==> src/sv/wavs_pkg.sv <==
`timescale 1ns / 1ps
package wavs_pkg;

   localparam logic [1:0] KIND_HEADER = 2'd0;
   localparam logic [1:0] KIND_FRAME  = 2'd1;
   localparam logic [1:0] KIND_DONE   = 2'd2;
   localparam logic [1:0] KIND_ERROR  = 2'd3;

   localparam logic [2:0] ERR_NOT_RIFF    = 3'd0;
   localparam logic [2:0] ERR_NOT_WAVE    = 3'd1;
   localparam logic [2:0] ERR_NON_PCM     = 3'd2;
   localparam logic [2:0] ERR_NOT_16BIT   = 3'd3;
   localparam logic [2:0] ERR_MISSING     = 3'd4;
   localparam logic [2:0] ERR_ZERO_CHANS  = 3'd5;

   localparam logic [31:0] TAG_RIFF = 32'h46464952;
   localparam logic [31:0] TAG_WAVE = 32'h45564157;
   localparam logic [31:0] TAG_FMT  = 32'h20746d66;
   localparam logic [31:0] TAG_DATA = 32'h61746164;
   localparam logic [4:0]  FMT_BODY_BYTES = 5'd16;

   localparam int QUEUE_DEPTH = 4;
   localparam int QUEUE_AW    = 2;

   typedef struct packed {
      logic [7:0] data_byte;
      logic       end_of_file;
   } in_item_type;

   typedef struct packed {
      logic [1:0]  kind;
      logic [15:0] left;
      logic [15:0] right;
      logic [31:0] sample_rate;
      logic [15:0] channel_count;
      logic [30:0] frame_count;
      logic [2:0]  error_code;
      logic        last;
   } out_item_type;

   // What the front end decided for one byte: up to two results.
   typedef struct packed {
      logic         two;
      out_item_type first;
      out_item_type second;
   } work_type;

   typedef enum logic [10:0] {
      PH_RIFF     = 11'b00000000001,
      PH_RSIZE    = 11'b00000000010,
      PH_WAVE     = 11'b00000000100,
      PH_CID      = 11'b00000001000,
      PH_SZ_FMT   = 11'b00000010000,
      PH_SZ_DATA  = 11'b00000100000,
      PH_SZ_OTHER = 11'b00001000000,
      PH_FMT      = 11'b00010000000,
      PH_SKIP     = 11'b00100000000,
      PH_SAMPLES  = 11'b01000000000,
      PH_HALT     = 11'b10000000000
   } phase_type;

   function automatic out_item_type make_item(logic [1:0] kind, logic [15:0] l,
         logic [15:0] r, logic [31:0] rate, logic [15:0] ch, logic [30:0] fr,
         logic [2:0] err);
      out_item_type o;
      o.kind = kind;
      o.left = l;
      o.right = r;
      o.sample_rate = rate;
      o.channel_count = ch;
      o.frame_count = fr;
      o.error_code = err;
      o.last = 1'b0;
      return o;
   endfunction

endpackage

==> src/sv/wavs_if.sv <==
`timescale 1ns / 1ps
interface wavs_if #(parameter type payload_type = logic) ();
   logic        valid;
   logic        ready;
   payload_type payload;
   modport source (output valid, output payload, input ready);
   modport sink (input valid, input payload, output ready);
endinterface

==> src/sv/wav_pcm16_stream_to_stereo.sv <==
`timescale 1ns / 1ps
// A byte's results are written into the queue when the byte is accepted and are then
// loaded into the rsp register whenever it is free. Throughput: one byte per cycle
// while the queue has space; a byte giving two results sends them out in turn.
// The parser state advances once per accepted byte; a four-entry queue absorbs stalls.
// Reset is synchronous and active high; it clears the parser, queue and output valid.
module wav_pcm16_stream_to_stereo import wavs_pkg::*; (
   input logic clock,
   input logic reset,
   wavs_if.sink   req,
   wavs_if.source rsp
);

   logic     fv, qspace, qvalid, qpop, fready;
   work_type fwork, qwork;

   assign fready = qspace;

   wavs_front u_front (
      .clock, .reset,
      .in_valid (req.valid), .in_ready (req.ready), .in_item (req.payload),
      .work_valid (fv), .work_ready (fready), .work (fwork)
   );

   wavs_queue u_queue (
      .clock, .reset,
      .push (fv), .push_item (fwork), .space (qspace),
      .pop_valid (qvalid), .pop (qpop), .pop_item (qwork)
   );

   wavs_back u_back (
      .clock, .reset,
      .work_valid (qvalid), .work (qwork), .work_pop (qpop),
      .out_valid (rsp.valid), .out_ready (rsp.ready), .out_item (rsp.payload)
   );

endmodule

==> src/sv/wavs_front.sv <==
`timescale 1ns / 1ps
module wavs_front import wavs_pkg::*; (
   input  logic        clock,
   input  logic        reset,
   input  logic        in_valid,
   output logic        in_ready,
   input  in_item_type in_item,
   output logic        work_valid,
   input  logic        work_ready,
   output work_type    work
);

   phase_type   phase_ff, phase_in;
   logic [4:0]  idx_ff, idx_in;
   logic [31:0] shift_ff, shift_in;
   logic [31:0] chunk_ff, chunk_in;
   logic [15:0] fmt_ff, fmt_in;
   logic [31:0] rate_ff, rate_in;
   logic [15:0] chans_ff, chans_in;
   logic [15:0] depth_ff, depth_in;
   logic        seen_ff, seen_in;
   logic [31:0] dleft_ff, dleft_in;
   logic [7:0]  low_ff, low_in;
   logic [15:0] chidx_ff, chidx_in;
   logic [15:0] lhold_ff, lhold_in;
   logic [30:0] frames_ff, frames_in;

   logic [4:0]  idx_inc;
   logic [31:0] shifted;
   logic [15:0] smp;
   logic [1:0]  n;
   out_item_type r0, r1, res;
   logic        fire;

   assign in_ready   = work_ready;
   assign fire       = in_valid && in_ready;
   assign idx_inc    = idx_ff + 5'd1;
   assign shifted    = {in_item.data_byte, shift_ff[31:8]};
   assign smp        = {in_item.data_byte, low_ff};

   always_comb begin
      phase_in = phase_ff; idx_in = idx_ff; shift_in = shift_ff; chunk_in = chunk_ff;
      fmt_in = fmt_ff; rate_in = rate_ff; chans_in = chans_ff; depth_in = depth_ff;
      seen_in = seen_ff; dleft_in = dleft_ff; low_in = low_ff; chidx_in = chidx_ff;
      lhold_in = lhold_ff; frames_in = frames_ff;
      n = 2'd0; r0 = '0; r1 = '0; res = '0;
      unique case (phase_ff)
         PH_RIFF, PH_RSIZE, PH_WAVE, PH_CID, PH_SZ_FMT, PH_SZ_OTHER, PH_SZ_DATA: begin
            shift_in = shifted;
            idx_in = idx_inc;
            if (idx_inc >= 5'd4) begin
               idx_in = '0;
               unique case (phase_ff)
                  PH_RIFF: begin
                     if (shifted == TAG_RIFF) phase_in = PH_RSIZE;
                     else begin
                        phase_in = PH_HALT; n = 2'd1;
                        r0 = make_item(KIND_ERROR, '0, '0, '0, '0, '0, ERR_NOT_RIFF);
                     end
                  end
                  PH_RSIZE: phase_in = PH_WAVE;
                  PH_WAVE: begin
                     if (shifted == TAG_WAVE) phase_in = PH_CID;
                     else begin
                        phase_in = PH_HALT; n = 2'd1;
                        r0 = make_item(KIND_ERROR, '0, '0, '0, '0, '0, ERR_NOT_WAVE);
                     end
                  end
                  PH_CID: begin
                     if (shifted == TAG_FMT) phase_in = PH_SZ_FMT;
                     else if (shifted == TAG_DATA) phase_in = PH_SZ_DATA;
                     else phase_in = PH_SZ_OTHER;
                  end
                  PH_SZ_FMT: begin
                     chunk_in = shifted;
                     fmt_in = '0; chans_in = '0; rate_in = '0; depth_in = '0;
                     phase_in = PH_FMT;
                  end
                  PH_SZ_OTHER: begin
                     chunk_in = shifted;
                     phase_in = (shifted == '0) ? PH_CID : PH_SKIP;
                  end
                  default: begin
                     phase_in = PH_HALT; n = 2'd1;
                     if (!seen_ff)
                        r0 = make_item(KIND_ERROR, '0, '0, '0, '0, '0, ERR_MISSING);
                     else if (depth_ff != 16'd16)
                        r0 = make_item(KIND_ERROR, '0, '0, '0, '0, '0, ERR_NOT_16BIT);
                     else if (chans_ff == '0)
                        r0 = make_item(KIND_ERROR, '0, '0, '0, '0, '0, ERR_ZERO_CHANS);
                     else begin
                        dleft_in = shifted; chidx_in = '0; phase_in = PH_SAMPLES;
                        r0 = make_item(KIND_HEADER, '0, '0, rate_ff, chans_ff, '0, '0);
                        if (shifted == '0) begin
                           phase_in = PH_HALT; n = 2'd2;
                           r1 = make_item(KIND_DONE, '0, '0, '0, '0, frames_ff, '0);
                        end
                     end
                  end
               endcase
            end
         end
         PH_FMT: begin
            unique case (idx_ff)
               5'd0: fmt_in[7:0] = in_item.data_byte;
               5'd1: fmt_in[15:8] = in_item.data_byte;
               5'd2: chans_in[7:0] = in_item.data_byte;
               5'd3: chans_in[15:8] = in_item.data_byte;
               5'd4: rate_in[7:0] = in_item.data_byte;
               5'd5: rate_in[15:8] = in_item.data_byte;
               5'd6: rate_in[23:16] = in_item.data_byte;
               5'd7: rate_in[31:24] = in_item.data_byte;
               5'd14: depth_in[7:0] = in_item.data_byte;
               5'd15: depth_in[15:8] = in_item.data_byte;
               default: ;
            endcase
            idx_in = idx_inc;
            if (idx_inc >= FMT_BODY_BYTES) begin
               idx_in = '0;
               if (fmt_ff != 16'd1) begin
                  phase_in = PH_HALT; n = 2'd1;
                  r0 = make_item(KIND_ERROR, '0, '0, '0, '0, '0, ERR_NON_PCM);
               end else begin
                  seen_in = 1'b1;
                  if (chunk_ff > 32'd16) begin
                     chunk_in = chunk_ff - 32'd16; phase_in = PH_SKIP;
                  end else phase_in = PH_CID;
               end
            end
         end
         PH_SKIP: begin
            chunk_in = chunk_ff - 32'd1;
            if (chunk_in == '0) phase_in = PH_CID;
         end
         PH_SAMPLES: begin
            dleft_in = dleft_ff - 32'd1;
            if (!idx_ff[0]) begin
               low_in = in_item.data_byte; idx_in = 5'd1;
            end else begin
               idx_in = '0;
               if (chans_ff == 16'd1) begin
                  frames_in = frames_ff + 31'd1; n = 2'd1;
                  r0 = make_item(KIND_FRAME, smp, smp, '0, '0, '0, '0);
               end else begin
                  if (chidx_ff == '0) lhold_in = smp;
                  else if (chidx_ff == 16'd1) shift_in = {16'd0, smp};
                  if ({1'b0, chidx_ff} + 17'd1 >= {1'b0, chans_ff}) begin
                     chidx_in = '0; frames_in = frames_ff + 31'd1; n = 2'd1;
                     r0 = make_item(KIND_FRAME, lhold_in, shift_in[15:0], '0, '0, '0, '0);
                  end else chidx_in = chidx_ff + 16'd1;
               end
            end
            if (dleft_in == '0) begin
               phase_in = PH_HALT;
               res = make_item(KIND_DONE, '0, '0, '0, '0, frames_in, '0);
               if (n == 2'd0) r0 = res; else r1 = res;
               n = n + 2'd1;
            end
         end
         default: ;
      endcase
      if (in_item.end_of_file) begin
         res = '0;
         if (phase_in == PH_RIFF)
            res = make_item(KIND_ERROR, '0, '0, '0, '0, '0, ERR_NOT_RIFF);
         else if (phase_in == PH_RSIZE || phase_in == PH_WAVE)
            res = make_item(KIND_ERROR, '0, '0, '0, '0, '0, ERR_NOT_WAVE);
         else if (phase_in == PH_SAMPLES)
            res = make_item(KIND_DONE, '0, '0, '0, '0, frames_in, '0);
         else if (phase_in != PH_HALT)
            res = make_item(KIND_ERROR, '0, '0, '0, '0, '0, ERR_MISSING);
         if (phase_in != PH_HALT) begin
            if (n == 2'd0) r0 = res; else r1 = res;
            n = n + 2'd1;
         end
         phase_in = PH_RIFF; idx_in = '0; shift_in = '0; chunk_in = '0; fmt_in = '0;
         rate_in = '0; chans_in = '0; depth_in = '0; seen_in = 1'b0; dleft_in = '0;
         low_in = '0; chidx_in = '0; lhold_in = '0; frames_in = '0;
      end
      if (n == 2'd1) r0.last = 1'b1;
      if (n == 2'd2) r1.last = 1'b1;
   end

   assign work_valid  = fire && (n != 2'd0);
   assign work.two    = (n == 2'd2);
   assign work.first  = r0;
   assign work.second = r1;

   always_ff @(posedge clock) begin
      if (reset) begin
         phase_ff <= PH_RIFF; idx_ff <= '0; shift_ff <= '0; chunk_ff <= '0;
         fmt_ff <= '0; rate_ff <= '0; chans_ff <= '0; depth_ff <= '0; seen_ff <= 1'b0;
         dleft_ff <= '0; low_ff <= '0; chidx_ff <= '0; lhold_ff <= '0; frames_ff <= '0;
      end else if (fire) begin
         phase_ff <= phase_in; idx_ff <= idx_in; shift_ff <= shift_in;
         chunk_ff <= chunk_in; fmt_ff <= fmt_in; rate_ff <= rate_in;
         chans_ff <= chans_in; depth_ff <= depth_in; seen_ff <= seen_in;
         dleft_ff <= dleft_in; low_ff <= low_in; chidx_ff <= chidx_in;
         lhold_ff <= lhold_in; frames_ff <= frames_in;
      end
   end

`ifndef SYNTH
   a_halt_stays: assert property (@(posedge clock) disable iff (reset)
      (phase_ff == PH_HALT && fire && !in_item.end_of_file) |=> phase_ff == PH_HALT)
      else $error("halt phase left without end of file");
   a_eof_resets: assert property (@(posedge clock) disable iff (reset)
      (fire && in_item.end_of_file) |=> (phase_ff == PH_RIFF && frames_ff == '0))
      else $error("end of file did not restart the parser");
   a_fmt_index: assert property (@(posedge clock) disable iff (reset)
      phase_ff == PH_FMT |-> idx_ff < FMT_BODY_BYTES)
      else $error("fmt byte index out of range");
`endif

endmodule

==> src/sv/wavs_queue.sv <==
`timescale 1ns / 1ps
module wavs_queue import wavs_pkg::*; (
   input  logic     clock,
   input  logic     reset,
   input  logic     push,
   input  work_type push_item,
   output logic     space,
   output logic     pop_valid,
   input  logic     pop,
   output work_type pop_item
);

   work_type              slots_ff [QUEUE_DEPTH];
   logic [QUEUE_AW-1:0]   wr_ff, rd_ff;
   logic [QUEUE_AW:0]     count_ff;

   assign space     = count_ff < (QUEUE_AW + 1)'(QUEUE_DEPTH);
   assign pop_valid = count_ff != '0;
   assign pop_item  = slots_ff[rd_ff];

   always_ff @(posedge clock) begin
      if (push) slots_ff[wr_ff] <= push_item;
   end

   always_ff @(posedge clock) begin
      if (reset) begin
         wr_ff <= '0; rd_ff <= '0; count_ff <= '0;
      end else begin
         if (push) wr_ff <= wr_ff + 1'b1;
         if (pop) rd_ff <= rd_ff + 1'b1;
         count_ff <= count_ff + (QUEUE_AW + 1)'(push) - (QUEUE_AW + 1)'(pop);
      end
   end

`ifndef SYNTH
   a_no_overflow: assert property (@(posedge clock) disable iff (reset)
      push |-> (space || pop))
      else $error("queue overflow");
   a_no_underflow: assert property (@(posedge clock) disable iff (reset)
      pop |-> pop_valid)
      else $error("queue underflow");
`endif

endmodule

==> src/sv/wavs_back.sv <==
`timescale 1ns / 1ps
module wavs_back import wavs_pkg::*; (
   input  logic         clock,
   input  logic         reset,
   input  logic         work_valid,
   input  work_type     work,
   output logic         work_pop,
   output logic         out_valid,
   input  logic         out_ready,
   output out_item_type out_item
);

   logic         half_ff;
   logic         valid_ff;
   out_item_type item_ff;
   logic         load;

   // The output register refills from waiting work whenever it is empty or being drained.
   assign load      = work_valid && (!valid_ff || out_ready);
   assign work_pop  = load && (!work.two || half_ff);
   assign out_valid = valid_ff;
   assign out_item  = item_ff;

   always_ff @(posedge clock) begin
      if (load) item_ff <= half_ff ? work.second : work.first;
   end

   always_ff @(posedge clock) begin
      if (reset) begin
         valid_ff <= 1'b0; half_ff <= 1'b0;
      end else begin
         if (load) valid_ff <= 1'b1;
         else if (out_ready) valid_ff <= 1'b0;
         if (load) half_ff <= work.two && !half_ff;
      end
   end

`ifndef SYNTH
   a_hold: assert property (@(posedge clock) disable iff (reset)
      (valid_ff && !out_ready) |=> $stable(item_ff))
      else $error("result changed while stalled");
   a_half_needs_two: assert property (@(posedge clock) disable iff (reset)
      half_ff |-> (work_valid && work.two))
      else $error("second half pending without a pair");
`endif

endmodule

==> src/flat_wrapper.sv <==
// flat-port wrapper written by rule: the top's interface ports become plain ports
module wav_pcm16_stream_to_stereo_flat import wavs_pkg::*;
  (clock, reset, req_valid, req_payload, req_ready, rsp_valid, rsp_payload, rsp_ready);
  wavs_if #(.payload_type(in_item_type)) req_i ();
  wavs_if #(.payload_type(out_item_type)) rsp_i ();
  input logic clock;
  input logic reset;
  input wire logic [$bits(req_i.valid)-1:0] req_valid;
  input wire logic [$bits(req_i.payload)-1:0] req_payload;
  output wire logic [$bits(req_i.ready)-1:0] req_ready;
  output wire logic [$bits(rsp_i.valid)-1:0] rsp_valid;
  output wire logic [$bits(rsp_i.payload)-1:0] rsp_payload;
  input wire logic [$bits(rsp_i.ready)-1:0] rsp_ready;
  assign req_i.valid = req_valid;
  assign req_i.payload = req_payload;
  assign req_ready = req_i.ready;
  assign rsp_valid = rsp_i.valid;
  assign rsp_payload = rsp_i.payload;
  assign rsp_i.ready = rsp_ready;
  wav_pcm16_stream_to_stereo u_core (.clock(clock), .reset(reset), .req(req_i), .rsp(rsp_i));
endmodule
==> config.mk <==
export PLATFORM = sky130hd
export DESIGN_NAME = wav_pcm16_stream_to_stereo_flat
export DESIGN_NICKNAME = d
export VERILOG_FILES = /design/src/sv/wavs_pkg.sv /design/src/sv/wavs_if.sv /design/src/sv/wav_pcm16_stream_to_stereo.sv /design/src/sv/wavs_front.sv /design/src/sv/wavs_queue.sv /design/src/sv/wavs_back.sv /design/src/flat_wrapper.sv
export SDC_FILE = /design/constraint.sdc
export NUM_CORES = 2
export LEC_CHECK = 0
export BUFFER_PORTS_ARGS = -buffer_cell sky130_fd_sc_hd__clkbuf_2
export CORE_MARGIN = 5
export CORE_UTILIZATION = 69
export CTS_CLUSTER_DIAMETER = 150
export DETAILED_ROUTE_END_ITERATION = 12
export PLACE_DENSITY = 0.83
export SYNTH_ARGS = -nofsm -noshare
export SYNTH_HDL_FRONTEND = slang
export SYNTH_HIERARCHICAL = 1
export SYNTH_SLANG_ARGS = --single-unit
==> constraint.sdc <==
create_clock -name clock -period 29.1 [get_ports clock]
set_clock_uncertainty 0.15 [all_clocks]
set_input_delay 0 -clock clock [delete_from_list [all_inputs] [get_ports clock]]
set_output_delay 0 -clock clock [all_outputs]
set_load 0.005 [all_outputs]
==> key figures <==
Drt
  • Wire per inst: around 26 um
  • Vias: 37328
  • Routed Antenna Nets: 0
  • Post-route DRC: 0
  • Initial DRC Count: between 5000 and 6000
  • Drt pass-1 iters: 7
  • Avg Vias per Cell: 6.79
  • Routed WL: around 140000 um

Clocking
  • Worst-path clk slew: 0.06 ns
  • H-tree levels: 4
  • CTS tree: done
  • TritonCTS Sinks: 1332
  • Post-cts sizing count: 0
  • Num CTS Buffers: between 100 and 150
  • Root buf cell: clkbuf_16
  • Clock latency on the worst-skew pair: roughly 0.74 ns
  • Max Root-Sink Buffers: 3

Finish
  • Nets@finish: around 4300
  • Sequential Area: ~37000 um2
  • Ant. Diodes: 0
  • Synthesis-to-finish area growth: 9.06%
  • Multi-input logic area: roughly 20000 um2
  • Fillers: ~4900
  • Fin area: 64100 um2
  • Layout cells sized above 1: 0.185

Synthesis
  • Synthesized area per cell: roughly 14 um2
  • Top cell type's share of synthesized area: 0.540
  • Post-synthesis sequential area ratio: 0.633
  • Ys flop type: edfxtp_1
  • Synth warn: 6
  • Post-synth top area cell: edfxtp_1
  • Register bit total from synthesis: between 1000 and 1500
  • Top cells by area, synth: edfxtp_1 (54%), dfxtp_1 (9.4%), mux4_2 (9.0%)
  • Ys async rst share: 0
  • Syn Std Cell Area: approximately 59000 um2
  • Cells after Synth: between 4000 and 5000
  • Distinct cell type count after synthesis: 94
  • Post-synth EDFFs: approximately 1100

Placed design
  • DP HPWL: about 84000 um
  • I/O Buffers: around 130
  • DP Worst Slack: 20.53 ns
  • Post-placement cell area: 59700 um2
  • GP Congestion: approximately 0.97

Setup path
  • CP Max Fanout: 65
  • Critical Path AT: around 8.9 ns
  • Startpoint Class: flip-flop
  • Critical setup path kind: flip-flop to flip-flop
  • Setup crit end kind: flip-flop
  • Worst EP required: approximately 29 ns
  • FF-to-FF path depth: 22

Global route
  • Gr ovfl total: 0
  • Initial antenna violation count: 2
  • Number of global-route vias before repair: about 37000
  • Total global routing track utilization: 0.316
  • First-pass GRT wire length: 221000 um
  • Largest net degree at the start of global routing: ~130

Pwr
  • Sw frac: 0.260
  • Int Pwr: around 3.6 mW
  • Sw Pwr: about 1.3 mW
  • LEAKAGE: ~21 nW
  • Logic pwr share: 0.185
  • Seq pwr share: 0.473
  • Peak VDD IR: just over 0.00007 V
  • Clock power share: 0.342
  • Overall power: between 4 and 5 mW
  • Pwr Density: ~76 nW/um2

Timing
  • Pins Over Slew Limit: 0
  • # setup viols final: 0
  • Slew Limit Headroom: 0.110
  • Final Hold Fails: 0
  • Worst Tran Pin Value: approximately 1.3 ns
  • Min Tclk post-route: between 8 and 9 ns
  • Final worst-path cycle share: 0.299
  • Min setup slack post-route: 20.41 ns
  • RSZ-0062 raised after global routing: false
  • Fin Hold WS: about 0.28 ns
  • Fmax: 0.115 GHz
  • Setup_tns: 0 ns

Floorplanning
  • Horiz. Die Dim: 302 um
  • Initial Util: 0.693
  • Core area: between 80000 and 90000 um2
  • Die height: 302 um
  • Die area: slightly above 90000 um2
  • I/O pin count: 132
  • # rows: about 110

Min path
  • Hold Path Depth: 4
  • Hold Crit Class: input pin to flip-flop

Flow run
  • Max cap viols: 0

Status
  • Outcome: complete, no violations
-- critical path, cell delays in order (launching register included) --
cell,delay [ns]
dfxtp_1,0.42
ha_1,0.25
and3_1,0.21
and3_1,0.34
nand2_1,0.17
nor2_1,0.24
xor2_1,0.17
ha_1,0.26
a21o_1,0.16
a221oi_1,0.26
o21ai_0,0.16
a21oi_1,0.30
buf_4,0.28
a21oi_1,0.19
ha_1,0.36
a221oi_1,0.69
ha_1,0.29
nor3_1,0.08
a311oi_1,0.28
buf_4,0.24
and2_4,0.80
buf_4,0.87
buf_4,0.86
-- cells in the mapped netlist, types with 25 or more instances --
master / n
buf_2: 42
ha_1: 40
nor3_1: 140
nand4_1: 51
xnor2_1: 32
a21oi_1: 246
nor4_1: 53
edfxtp_1: 1057
and3_1: 35
nand3_1: 76
and2_1: 58
a31oi_1: 25
or3_1: 30
nor2_1: 363
dfxtp_1: 275
mux2i_1: 110
o21ai_0: 108
mux4_2: 235
clkbuf_1: 199
mux2_4: 100
o211ai_1: 25
buf_4: 86
nand2_1: 262
inv_1: 52
a22oi_1: 55
-- what timing repair did --
| action | in CTS | in global routing |
|---|---|---|
| hold endpoints to repair | 218 | 0 |
| setup buffers | 0 | 0 |
| hold buffers | 13 | 0 |
-- layout by cell type (no fill, tap or decap), drive strengths merged, types with 10 or more instances in the layout --
cell	count
o31ai	23
o211ai	25
nor3	140
clkbuf	305
a221o	22
nand2b	22
xnor2	32
nand3	76
dlygate4sd3	13
and2	59
clkinv	54
mux2	117
xor2	16
a21o	23
a21oi	246
mux2i	110
nor4b	10
nand2	262
nand3b	18
a211oi	22
a22oi	55
nor2	364
dfxtp	275
nor2b	11
edfxtp	1057
mux4	235
o21ai	120
buf	70
nor4	60
and3	35
a2111oi	17
ha	40
inv	61
or3	31
conb	81
nand4	51
a31oi	25
nor3b	18
or4	23
-- sequential cells by signal, summed over array words and instances (netlist names), 31 cells and up, named ones only --
| register | cells |
|---|---|
| u_core/u_front/chunk_ff | 32 |
| u_core/u_queue/slots_ff | 940 |
| u_core/u_front/rate_ff | 32 |
| u_core/u_back/out_item | 117 |
| u_core/u_front/shift_ff | 32 |
| u_core/u_front/dleft_ff | 32 |
| u_core/u_front/frames_ff | 31 |
-- power by group through the flow --
stage	Sequential, mW	Clock, mW	Combinational [mW]
6_report	2.32	1.68	0.910
2_1_floorplan	2.35	0	0.675
5_1_grt	2.33	1.79	0.970
3_5_place_dp	2.36	0	0.897
3_3_place_gp	2.35	0	0.878
4_1_cts	2.32	1.69	0.918
-- path summary, 6_finish.rpt --
kind | start | to | slack (ns)
min reg2reg | u_core/u_front/rate_ff[24] | u_core/u_front/rate_ff[24] | 0.33
min | req_payload[8] | u_core/u_front/shift_ff[31] | 0.28
max | u_core/u_front/chidx_ff[0] | u_core/u_queue/slots_ff[2][166] | 20.41
max reg2reg | u_core/u_front/chidx_ff[0] | u_core/u_queue/slots_ff[2][166] | 20.41
-- per-layer routing --
layer / track usage / vias to the layer above / wire [um]
li1: - / 16103 / -
met1: 0.441 / 18293 / 53300
met2: 0.500 / 2504 / 68700
met3: 0.0718 / 426 / 16400
met4: 0.117 / 2 / 5400
met5: 0 / - / 20
-- final cells by class --
class | instances | share of cell area
clock buffers | 174 | 0.0556
repair buffers | 214 | 0.0210
well taps | 1144 | 0.0223
inverters | 54 | 0.00316
multi-input cells | 2504 | 0.306
clock inverters | 75 | 0.0111
flip-flops and latches | 1332 | 0.581
-- kinds of logic after synthesis --
logic type | share of synthesized area
adder cells (fa/ha/maj) | 0.00885
XOR/XNOR | 0.00753
AND/OR/NAND/NOR | 0.102
multiplexers | 0.137
buffers and inverters | 0.0395
other | 0.0000638
flip-flops | 0.633
AO/OA/AOI/OAI | 0.0714
-- per-stage QoR --
step / utilization / cells
2_1_floorplan: - / 4271
3_3_place_gp: 0.704 / 5235
3_5_place_dp: 0.704 / 5235
4_1_cts: 0.756 / 5497
5_1_grt: 0.756 / 5497
6_report: 0.756 / 5497
No activity file was read; power rests on OpenSTA's default activity.
